File: config.mk
export PLATFORM = sky130hd
export DESIGN_NAME = dmx_delta_group_packetizer_core
export DESIGN_NICKNAME = d
export VERILOG_FILES = /design/src/sv/dmxdgp_pkg.sv /design/src/sv/dmx_delta_group_packetizer_core.sv /design/src/sv/dmxdgp_ram.sv
export SDC_FILE = /design/constraint.sdc
export NUM_CORES = 2
export LEC_CHECK = 0
export BUFFER_PORTS_ARGS = -buffer_cell sky130_fd_sc_hd__buf_2
export CAP_MARGIN = 20
export CORE_ASPECT_RATIO = 0.75
export CORE_UTILIZATION = 45
export CTS_CLUSTER_DIAMETER = 150
export CTS_CLUSTER_SIZE = 8
export DETAILED_ROUTE_END_ITERATION = 12
export SKIP_CTS_REPAIR_TIMING = 1
export SYNTH_ARGS = -nofsm -noshare
export SYNTH_HDL_FRONTEND = slang
export SYNTH_MEMORY_MAX_BITS = 65536
export SYNTH_SLANG_ARGS = --single-unit
File: constraint.sdc
create_clock -name clk_i -period 48.4 [get_ports clk_i]
set_clock_uncertainty 0.1 [all_clocks]
set_input_delay 4.84 -clock clk_i [delete_from_list [all_inputs] [get_ports clk_i]]
set_output_delay 4.84 -clock clk_i [all_outputs]
set_load 0.05 [all_outputs]
File: src/sv/dmxdgp_pkg.sv
// Package of the DMX delta group packetizer: sizes, field widths, register
// indexes, reset values and the sequencer state type. No dependencies.
package dmxdgp_pkg;

  localparam int unsigned BYTES_PER_GROUP = 16;
  localparam int unsigned MAX_GROUPS      = 32;

  // Field widths of the stream items and registers.
  localparam int unsigned CH_IDX_W = 9;
  localparam int unsigned CH_VAL_W = 8;
  localparam int unsigned PERIOD_W = 16;
  localparam int unsigned GCNT_W   = 6;
  localparam int unsigned BYTE_W   = 8;
  localparam int unsigned BPOS_W   = 5;
  localparam int unsigned SEQ_W    = 8;

  localparam int unsigned POS_W        = $clog2(BYTES_PER_GROUP);
  localparam int unsigned GRP_W        = CH_IDX_W - POS_W;
  localparam int unsigned SHADOW_DEPTH = MAX_GROUPS * BYTES_PER_GROUP;
  localparam int unsigned SHADOW_AW    = $clog2(SHADOW_DEPTH);
  localparam int unsigned PKT_LEN      = BYTES_PER_GROUP + 2;

  localparam int unsigned S_TDATA_W = 24;
  localparam int unsigned M_TDATA_W = 16;
  localparam int unsigned CFG_IDX_W = 1;

  // Configuration register indexes.
  localparam logic [CFG_IDX_W-1:0] REG_REFRESH_PERIOD = 1'd0;
  localparam logic [CFG_IDX_W-1:0] REG_GROUPS_IN_USE  = 1'd1;

  localparam logic [PERIOD_W-1:0] PERIOD_RST = 16'd1000;
  localparam logic [GCNT_W-1:0]   GROUPS_RST = 6'd32;
  localparam logic [GCNT_W-1:0]   GROUPS_MAX = GCNT_W'(MAX_GROUPS);

  // Input kind carried in tuser.
  localparam logic REQ_BYTE = 1'b0;
  localparam logic REQ_TICK = 1'b1;

  typedef enum logic [1:0] {
    ST_CLEAR,
    ST_IDLE,
    ST_LOOKUP,
    ST_EMIT
  } state_e;

endpackage

File: src/sv/dmx_delta_group_packetizer_core.sv
// Top level of the DMX delta group packetizer: shadow compare, refresh timer
// and packet sequencer. Depends on dmxdgp_pkg and dmxdgp_ram.
//
// Channel   Dir  Ports                        Carries
// s_axis    in   tvalid/tready/tdata/tuser     channel byte or 1 ms tick
// m_axis    out  tvalid/tready/tdata/tlast     one packet byte per transaction
// cfg       in   valid/ready/index/data        register write
//
// Cycles: a tick takes 1 cycle, a channel byte 2 (shadow RAM read, then
// compare and write back on the same RAM). A group end that sends adds 18
// output cycles, one byte per cycle while m_axis_tready_i stays high.
// Reset: after rst_ni rises the shadow RAM is cleared in 512 cycles; no
// input transaction is taken then, config writes are.
// Stalls: input is held off while a packet streams; the last byte waits in
// the output register while the next input is taken.
module dmx_delta_group_packetizer_core (
  input  logic                                  clk_i,
  input  logic                                  rst_ni,
  // tdata: [8:0] channel_index, [16:9] channel_value, [23:17] zero
  input  logic                                  s_axis_tvalid_i,
  output logic                                  s_axis_tready_o,
  input  logic [dmxdgp_pkg::S_TDATA_W-1:0]      s_axis_tdata_i,
  // tuser: [0] req_type
  input  logic                                  s_axis_tuser_i,
  // tdata: [7:0] packet_byte, [12:8] byte_position, [15:13] zero
  output logic                                  m_axis_tvalid_o,
  input  logic                                  m_axis_tready_i,
  output logic [dmxdgp_pkg::M_TDATA_W-1:0]      m_axis_tdata_o,
  output logic                                  m_axis_tlast_o,
  input  logic                                  cfg_valid_i,
  output logic                                  cfg_ready_o,
  input  logic [dmxdgp_pkg::CFG_IDX_W-1:0]      cfg_index_i,
  input  logic [dmxdgp_pkg::PERIOD_W-1:0]       cfg_data_i
);

  localparam int unsigned IW  = dmxdgp_pkg::CH_IDX_W;
  localparam int unsigned VW  = dmxdgp_pkg::CH_VAL_W;
  localparam int unsigned PW  = dmxdgp_pkg::POS_W;
  localparam int unsigned GW  = dmxdgp_pkg::GRP_W;
  localparam int unsigned NW  = dmxdgp_pkg::GCNT_W;
  localparam int unsigned TW  = dmxdgp_pkg::PERIOD_W;
  localparam int unsigned AW  = dmxdgp_pkg::SHADOW_AW;
  localparam int unsigned BW  = dmxdgp_pkg::BYTE_W;
  localparam int unsigned EW  = dmxdgp_pkg::BPOS_W;
  localparam int unsigned SW  = dmxdgp_pkg::SEQ_W;

  // ---------------------------------------------------------------- state
  dmxdgp_pkg::state_e state_q, state_d;

  logic [TW-1:0] period_q;
  logic [NW-1:0] groups_q;
  logic [TW-1:0] tick_q, tick_d;
  logic          pending_q, pending_d;
  logic          active_q, active_d;
  logic          changed_q, changed_d;
  logic [SW-1:0] seq_q, seq_d;
  logic [AW-1:0] clr_q, clr_d;
  logic [EW-1:0] emit_q, emit_d;

  // Item held between lookup and update.
  logic [IW-1:0] idx_q, idx_d;
  logic [VW-1:0] val_q, val_d;

  // Output register.
  logic          m_valid_q, m_valid_d;
  logic [BW-1:0] m_byte_q, m_byte_d;
  logic [EW-1:0] m_pos_q, m_pos_d;
  logic          m_last_q, m_last_d;

  // ---------------------------------------------------------------- input decode
  logic [IW-1:0] s_idx;
  logic [VW-1:0] s_val;
  logic [NW-1:0] eff_groups;
  logic          s_in_range;

  assign s_idx  = s_axis_tdata_i[IW-1:0];
  assign s_val  = s_axis_tdata_i[IW+VW-1:IW];

  // Group count clamped to 1..MAX_GROUPS.
  always_comb begin
    if (groups_q == '0) begin
      eff_groups = NW'(1);
    end else if (groups_q > dmxdgp_pkg::GROUPS_MAX) begin
      eff_groups = dmxdgp_pkg::GROUPS_MAX;
    end else begin
      eff_groups = groups_q;
    end
  end

  assign s_in_range = {{(NW-GW){1'b0}}, s_idx[IW-1:PW]} < eff_groups;

  // ---------------------------------------------------------------- memories
  logic          sh_we, sh_re;
  logic [AW-1:0] sh_waddr, sh_raddr;
  logic [VW-1:0] sh_wdata, sh_rdata;

  logic          gb_we, gb_re;
  logic [PW-1:0] gb_waddr, gb_raddr;
  logic [VW-1:0] gb_rdata;

  dmxdgp_ram #(
    .WIDTH (VW),
    .DEPTH (dmxdgp_pkg::SHADOW_DEPTH)
  ) u_shadow_ram (
    .clk_i   (clk_i),
    .we_i    (sh_we),
    .waddr_i (sh_waddr),
    .wdata_i (sh_wdata),
    .re_i    (sh_re),
    .raddr_i (sh_raddr),
    .rdata_o (sh_rdata)
  );

  // Group buffer: written as bytes arrive, read back while the packet streams.
  dmxdgp_ram #(
    .WIDTH (VW),
    .DEPTH (dmxdgp_pkg::BYTES_PER_GROUP)
  ) u_group_ram (
    .clk_i   (clk_i),
    .we_i    (gb_we),
    .waddr_i (gb_waddr),
    .wdata_i (s_val),
    .re_i    (gb_re),
    .raddr_i (gb_raddr),
    .rdata_o (gb_rdata)
  );

  // ---------------------------------------------------------------- config
  assign cfg_ready_o = 1'b1;

  always_ff @(posedge clk_i or negedge rst_ni) begin
    if (!rst_ni) begin
      period_q <= dmxdgp_pkg::PERIOD_RST;
      groups_q <= dmxdgp_pkg::GROUPS_RST;
    end else if (cfg_valid_i) begin
      unique case (cfg_index_i)
        dmxdgp_pkg::REG_REFRESH_PERIOD: period_q <= cfg_data_i;
        dmxdgp_pkg::REG_GROUPS_IN_USE:  groups_q <= cfg_data_i[NW-1:0];
        default: ;
      endcase
    end
  end

  // ---------------------------------------------------------------- sequencer
  logic [TW:0]   tick_next;
  logic          differ;
  logic          chg;
  logic          act;
  logic          grp_end;
  logic [GW-1:0] grp_q;
  logic          emit_load;
  logic [EW-1:0] emit_dec;

  assign tick_next = {1'b0, tick_q} + (TW+1)'(1);
  assign differ    = sh_rdata != val_q;
  assign chg       = changed_q || differ;
  assign grp_q     = idx_q[IW-1:PW];
  assign grp_end   = idx_q[PW-1:0] == PW'(dmxdgp_pkg::BYTES_PER_GROUP - 1);
  assign act       = (grp_q == '0) ? pending_q : active_q;
  assign emit_load = !m_valid_q || m_axis_tready_i;
  assign emit_dec  = emit_q - EW'(1);

  always_comb begin
    state_d   = state_q;
    tick_d    = tick_q;
    pending_d = pending_q;
    active_d  = active_q;
    changed_d = changed_q;
    seq_d     = seq_q;
    clr_d     = clr_q;
    emit_d    = emit_q;
    idx_d     = idx_q;
    val_d     = val_q;
    m_valid_d = m_valid_q;
    m_byte_d  = m_byte_q;
    m_pos_d   = m_pos_q;
    m_last_d  = m_last_q;

    s_axis_tready_o = 1'b0;
    sh_we    = 1'b0;
    sh_waddr = idx_q[AW-1:0];
    sh_wdata = val_q;
    sh_re    = 1'b0;
    sh_raddr = s_idx[AW-1:0];
    gb_we    = 1'b0;
    gb_waddr = s_idx[PW-1:0];
    gb_re    = 1'b0;
    gb_raddr = emit_dec[PW-1:0];

    // Output register drains on its own outside packet streaming.
    if (m_valid_q && m_axis_tready_i) begin
      m_valid_d = 1'b0;
    end

    unique case (state_q)
      dmxdgp_pkg::ST_CLEAR: begin
        sh_we    = 1'b1;
        sh_waddr = clr_q;
        sh_wdata = '0;
        clr_d    = clr_q + AW'(1);
        if (clr_q == AW'(dmxdgp_pkg::SHADOW_DEPTH - 1)) begin
          state_d = dmxdgp_pkg::ST_IDLE;
        end
      end

      dmxdgp_pkg::ST_IDLE: begin
        s_axis_tready_o = 1'b1;
        if (s_axis_tvalid_i) begin
          if (s_axis_tuser_i == dmxdgp_pkg::REQ_TICK) begin
            if (tick_next >= {1'b0, period_q}) begin
              pending_d = 1'b1;
              tick_d    = '0;
            end else begin
              tick_d = tick_next[TW-1:0];
            end
          end else if (s_in_range) begin
            // Start shadow lookup; the buffer takes the byte now.
            sh_re   = 1'b1;
            gb_we   = 1'b1;
            idx_d   = s_idx;
            val_d   = s_val;
            state_d = dmxdgp_pkg::ST_LOOKUP;
          end
        end
      end

      dmxdgp_pkg::ST_LOOKUP: begin
        sh_we = differ;
        if (grp_end) begin
          if (grp_q == '0) begin
            pending_d = 1'b0;
          end
          changed_d = 1'b0;
          active_d  = ({{(NW-GW){1'b0}}, grp_q} == eff_groups - NW'(1)) ? 1'b0 : act;
          emit_d    = '0;
          state_d   = (chg || act) ? dmxdgp_pkg::ST_EMIT : dmxdgp_pkg::ST_IDLE;
        end else begin
          changed_d = chg;
          state_d   = dmxdgp_pkg::ST_IDLE;
        end
      end

      dmxdgp_pkg::ST_EMIT: begin
        if (emit_load) begin
          m_valid_d = 1'b1;
          m_pos_d   = emit_q;
          m_last_d  = emit_q == EW'(dmxdgp_pkg::PKT_LEN - 1);
          if (emit_q == '0) begin
            m_byte_d = {{(BW-GW){1'b0}}, grp_q};
          end else if (emit_q == EW'(1)) begin
            m_byte_d = seq_q;
          end else begin
            m_byte_d = gb_rdata;
          end
          // Prefetch the data byte needed one load later.
          gb_re  = (emit_q != '0) && (emit_q != EW'(dmxdgp_pkg::PKT_LEN - 1));
          emit_d = emit_q + EW'(1);
          if (emit_q == EW'(dmxdgp_pkg::PKT_LEN - 1)) begin
            seq_d   = seq_q + SW'(1);
            state_d = dmxdgp_pkg::ST_IDLE;
          end
        end
      end

      default: state_d = dmxdgp_pkg::ST_IDLE;
    endcase
  end

  always_ff @(posedge clk_i or negedge rst_ni) begin
    if (!rst_ni) begin
      state_q <= dmxdgp_pkg::ST_CLEAR;
    end else begin
      state_q <= state_d;
    end
  end

  always_ff @(posedge clk_i or negedge rst_ni) begin
    if (!rst_ni) begin
      tick_q    <= '0;
      pending_q <= 1'b0;
      active_q  <= 1'b0;
      changed_q <= 1'b0;
      seq_q     <= '0;
      clr_q     <= '0;
      emit_q    <= '0;
      m_valid_q <= 1'b0;
    end else begin
      tick_q    <= tick_d;
      pending_q <= pending_d;
      active_q  <= active_d;
      changed_q <= changed_d;
      seq_q     <= seq_d;
      clr_q     <= clr_d;
      emit_q    <= emit_d;
      m_valid_q <= m_valid_d;
    end
  end

  // Payload registers, no reset.
  always_ff @(posedge clk_i) begin
    idx_q    <= idx_d;
    val_q    <= val_d;
    m_byte_q <= m_byte_d;
    m_pos_q  <= m_pos_d;
    m_last_q <= m_last_d;
  end

  // ---------------------------------------------------------------- outputs
  assign m_axis_tvalid_o = m_valid_q;
  assign m_axis_tlast_o  = m_last_q;
  assign m_axis_tdata_o  = {{(dmxdgp_pkg::M_TDATA_W - EW - BW){1'b0}}, m_pos_q, m_byte_q};

endmodule

File: src/sv/dmxdgp_ram.sv
// Generic single-write, single-read RAM with registered read data.
// No dependencies.
module dmxdgp_ram #(
  parameter int unsigned WIDTH = 8,
  parameter int unsigned DEPTH = 16
) (
  input  logic                     clk_i,
  input  logic                     we_i,
  input  logic [$clog2(DEPTH)-1:0] waddr_i,
  input  logic [WIDTH-1:0]         wdata_i,
  input  logic                     re_i,
  input  logic [$clog2(DEPTH)-1:0] raddr_i,
  output logic [WIDTH-1:0]         rdata_o
);

  logic [WIDTH-1:0] mem_q [DEPTH];
  logic [WIDTH-1:0] rdata_q;

  always_ff @(posedge clk_i) begin
    if (we_i) begin
      mem_q[waddr_i] <= wdata_i;
    end
    if (re_i) begin
      rdata_q <= mem_q[raddr_i];
    end
  end

  assign rdata_o = rdata_q;

endmodule

# Word-level counts from Yosys, hierarchy flattened

Memories as Yosys holds them, arrays and structs flattened. A register that Yosys moved wholly into a read port is not among the register bits.
Cells that the tools add are included.

Memory bits (read-only): 0
Logic and storage cells: 116
Memories: 2
Bits in writable memories: 4224
Bits in registers: 97
Bits in latches: 0
Input bits: 47

Bitwise logic cells: 2
Reduce and logical (&&, ||, !) cells: 23
Add/sub/neg operators: 6
Shifts and indexed selects: 0
$lt $le $gt $ge: 3
Divide/modulo/power cells: 0
Eq/ne operators: 20
Multiply operators: 0
Mux-type cells: 43

Memory list:

| name               | depth | width | rd ports | clocked after Yosys merged registers in | wr ports | line             | text |
|---|---|---|---|---|---|---|---|
| u_shadow_ram.mem_q | 512   | 8     | 1        | 1                                       | 1        | dmxdgp_ram.sv:16 | `logic [WIDTH-1:0] mem_q [DEPTH];` |
| u_group_ram.mem_q  | 16    | 8     | 1        | 1                                       | 1        | dmxdgp_ram.sv:16 |  |

Operators with widths:

| operator                | number |
|---|---|
| $mux W1                 | 22 |
| $ne A2 B2 Y1 const B    | 10 |
| $add A16 B1 Y17 const B | 1 |
| $ge A17 B16 Y1          | 1 |
| $mux W16                | 1 |
| $mux W2                 | 8 |
| $mux W8                 | 2 |
| $mux W5                 | 3 |
| $mux W6                 | 2 |
| $reduce_and A6 Y1       | 2 |
| $logic_not A5 Y1        | 2 |
| $pmux W5 S2             | 1 |
| $add A9 B1 Y9 const B   | 1 |
| $eq A9 B9 Y1 const B    | 1 |
| $mux W9                 | 1 |
| $reduce_and A3 Y1       | 3 |
| $add A8 B1 Y8 const B   | 1 |
| $ne A8 B8 Y1            | 1 |
| $pmux W2 S4             | 1 |
| $reduce_and A2 Y1       | 4 |
| $eq A5 B6 Y1            | 1 |
| $gt A6 B6 Y1 const B    | 1 |
| $logic_not A6 Y1        | 1 |
| $lt A5 B6 Y1            | 1 |
| other kinds (18)        | 25 |

# Longest topological paths before layout

Depth in word-level cells: 10
Depth in mapped cells: 16

# By module

A second synthesis with hierarchy kept.

Cells, all modules: 8772
Area, all modules: 170633.7 um2

Modules (own cells, without submodules):

| module                          | cells each | seq. area each (um2) | area each (um2) | times used |
|---|---|---|---|---|
| dmxdgp_ram at u_shadow_ram      | 8030       | 123238.2             | 160007.2        | 1 |
| dmx_delta_group_packetizer_core | 513        | 2591.2               | 5398.9          | 1 |
| dmxdgp_ram at u_group_ram       | 229        | 4083.9               | 5227.5          | 1 |

# Worst setup path before layout

Ideal clock, no wire load.

Path kind: register to register
Start: register state_q[0]
End: memory u_shadow_ram.mem_q[0][0], data pin
Arrival: 13.705 ns
Slack: 31.884 ns
Stages on the path, launching flop included: 7
Library setup time: 2.711 ns
Path through: dfrtp_1 -> inv_1 -> ha_1 -> clkbuf_1 -> buf_1 -> clkbuf_1 -> nor2b_1

Longest elaborated chain between the ends: 2

Ends and longest elaborated chain:

| what                   | line                                   | text |
|---|---|---|
| start, declared        | dmx_delta_group_packetizer_core.sv:48  | `dmxdgp_pkg::state_e state_q, state_d;` |
| start signal, assigned | dmx_delta_group_packetizer_core.sv:271 | `state_q <= dmxdgp_pkg::ST_CLEAR;` |
| start signal, assigned | dmx_delta_group_packetizer_core.sv:273 | `state_q <= state_d;` |
| $logic_not A2 Y1       | dmx_delta_group_packetizer_core.sv:195 | `unique case (state_q)` |
| $mux W8                | dmx_delta_group_packetizer_core.sv:195 |  |
| net sh_wdata[0]        | dmx_delta_group_packetizer_core.sv:95  | `logic [VW-1:0] sh_wdata, sh_rdata;` |
| end, declared          | dmxdgp_ram.sv:16                       |  |

The timed path passes the listed nets, and every way through them passes these cells.

==> results.md <==
* Status: complete, no violations
* Adder-cell share of the synthesized area at less than 1%
* Worst VDD drop at around 37 µV
* Synthesized flop and latch total at 4337
* Synth Area in Simple Gates at 2.943%
* Final net count at ~8.8k
* Hold crit path type: flop to flop
* Post-DRT Antenna Nets at 0
* Via count at 87.58k
* H-tree depth at 6
* Initial antenna violation count at 33
* First-pass GRT wire length at 664500 µm
* Die Area at 378600 µm²
* Sw frac at 24.73%
* Compound-gate portion of the synthesized area at 3.405%
* Final hold violation count at 0
* CTS tree: yes
* DRT Wirelength at 474800 µm
* Die X at approximately 700 µm
* Vias in the first global route at 86.65k
* Clock share of power at 40.6%
* Final worst path period need at 10.52 ns
* Routed wire length per instance at roughly 34 µm
* Synth top area share at 75.78%
* Final setup violation count at 0
* Utilization after layout at 51.42%
* Drt drc at 0
* XOR/XNOR share of the synthesized area at 0.2277%
* GR Util All Layers at 24.79%
* Area delta synth->final at 13.44%
* Worst-skew pair later-pin latency at 0.95 ns
* Post-DP Area at 175500 µm²
* Router iterations before antenna repair at 6
* Power Dens Cells at 48.72 nW/µm²
* DR iter-0 viols at 12.27k
* Root buffer cell: clkbuf_16
* Final HPWL DP at 277600 µm
* Clock buffer count from CTS at between 600 and 700
* Flop pwr share at 48.3%
* Most common cell in the netlist: edfxtp_1
* Sequential area share after synthesis at 76.77%
* Power Internal at slightly above 7000 µW
* NetSw at around 2300 µW
* Commonest cells post-synth: edfxtp_1 (4271), mux4_2 (918), nor2_1 (627)
* Total gr overflow at 0
* Core Footprint at 373300 µm²
* Worst path required time at 48.88 ns
* Worst-path clk slew at 0.05 ns
* I/O pin cnt at 67
* Crit share post-route at 21.74%
* RD Place Congestion at 0.8319
* Share of flip-flops with an asynchronous set or reset at 1.522%
* Setup TNS at 0 ns
* Finished Cell Area at 192000 µm²
* Synthesized cell area at 169200 µm²
* CTS Sinks at 4337
* RSZ-0062 raised after global routing: false
* Die height at 533.1 µm
* Vias per cell at 6.348
* Yosys warns at 0
* Fmax achieved at 95.02 MHz
* Combinational power share at between 10 and 15%
* Post-synth EDFFs at 4271
* Static Leak at a little over 0.06 µW
* CP Data Arrival Time at approximately 11 ns
* Dominant cells by area after synthesis: edfxtp_1 (76%), mux4_2 (12%), mux2i_1 (2.3%), nor2_1 (1.4%), dfrtp_1 (0.87%)
* Post-synth top area cell: edfxtp_1
* Type of the worst setup path: input port to flop
* Critical Path End Type: flop
* Worst Path Max Fanout at 112
* Largest family of logic cells by synthesized area: multiplexers
* Max Slew Vio Count at 0
* Leading register cell type out of synthesis: edfxtp_1
* Nature of the critical path startpoint: input port
* Largest net degree at the start of global routing at 217
* Measured slew at the worst slew-check pin at 1.352 ns
* Post-synthesis mux area share at between 10% and 20%
* Slew margin rel. at approximately a tenth
* Cells after Synth at 8310
* Worst R2R Setup Slack at 43.01 ns
* Mapped Avg Cell Area at around 20 µm²
* Max Cap Viol at 0
* Total power at just over 9000 µW
* Clk buf depth at 4
* I/O Buffers at 55
* Cell variety after synth at between 80 and 90
* Row count at 194
* Initial Utilization at 45.33%
* Share of layout cells above drive strength 1 at 22.60%
registers in the layout, indices dropped and copies added (netlist names), 9 cells and up:
| name | count |
|---|---|
| u_shadow_ram.mem_q | 4096 |
| period_q | 16 |
| u_group_ram.mem_q | 128 |
| clr_q | 9 |
| tick_q | 16 |
| idx_q | 9 |
power groups by stage:
stage          combinational, µW  sequential (µW)  clock (µW)
2_1_floorplan                524             4830           0
3_3_place_gp                1000             4580           0
3_5_place_dp                1030             4590           0
4_1_cts                     1040             4520        3830
5_1_grt                     1090             4520        3980
6_report                    1040             4520        3790
worst max-delay path: stages:
cell      delay (ns)
buf_12          0.25
buf_4           0.64
buf_4           0.73
buf_12          0.56
buf_4           0.84
mux4_2          0.42
nand2_1         0.09
nand2_1         0.13
a221oi_1        1.11
o21ai_1         0.34
a32oi_1         0.27
o221ai_1        0.29
metal layers:
| layer | vias up | track usage [%] | part of all wire [%] |
|---|---|---|---|
| met5 | - | 0 | 0.028 |
| met4 | 15 | 7.480 | 3.0 |
| met3 | 754 | 6.838 | 12 |
| met2 | 4991 | 35.58 | 44 |
| met1 | 46792 | 37.12 | 41 |
| li1 | 35031 | - | - |
worst paths after layout:
kind | end | cells past startpoint | start
max | u_shadow_ram.rdata_o[4]$_DFFE_PP_ | 12 | s_axis_tdata_i[1]
min | seq_q[7]$_DFFE_PN0P_ | 1 | seq_q[7]$_DFFE_PN0P_
max reg2reg | u_shadow_ram.mem_q[161][2]$_DFFE_PP_ | 8 | state_q[0]$_DFFE_PN0P_
min reg2reg | seq_q[7]$_DFFE_PN0P_ | 1 | seq_q[7]$_DFFE_PN0P_
max in group asynchronous | emit_q[0]$_DFFE_PN0P_ | 2 | rst_ni
min in group asynchronous | period_q[10]$_DFFE_PN0P_ | 2 | rst_ni
layout make-up:
class | instances | area (µm²)
Inverter | 43 | 173.9
Timing Repair Buffer | 300 | 2387
Clock inverter | 26 | 284.0
Clock buffer | 666 | 16090
Sequential cell | 4337 | 129900
Tap cell | 4998 | 6254
Fill cell | 29184 | 181300
Antenna cell | 11 | 27.53
Multi-Input combinational cell | 3416 | 36840
stage by stage:
step	hold WS [ns]	instances	worst slack, ns
floorplan	0.3231	8312	31.88
global placement	0.3600	13079	37.05
detailed placement	0.3584	13089	37.03
CTS	0.3694	13781	38.05
global route	0.3738	13787	37.94
finish	0.3649	13797	37.88
logic make-up (layout without fill, tap and decap cells):
family / count (synthesis) / after routing
AND/OR/NAND/NOR: 1190 / 1190
buffers and inverters: 559 / 1035
adder cells (fa/ha/maj): 34 / 34
XOR/XNOR: 44 / 44
other: 2 / 15
flip-flops: 4337 / 4337
AO/OA/AOI/OAI: 808 / 808
multiplexers: 1336 / 1336
layout by cell type, fill, tap and decap left out, types with 22 or more instances in the layout:
cell / n
a221oi_1: 49
nand2_1: 301
mux2i_1: 395
buf_2: 49
mux4_2: 918
dfrtp_1: 58
edfxtp_1: 4271
clkbuf_1: 27
buf_4: 220
o221ai_1: 86
o21ai_0: 93
a21oi_1: 111
mux2_2: 22
nor2_1: 621
nor3_1: 56
o22ai_1: 89
a211oi_1: 67
a22o_1: 30
a22oi_1: 139
inv_1: 38
nand3_1: 67
ha_1: 32
xor2_1: 23
clkbuf_16: 639
(Power assumes the default switching activity.)
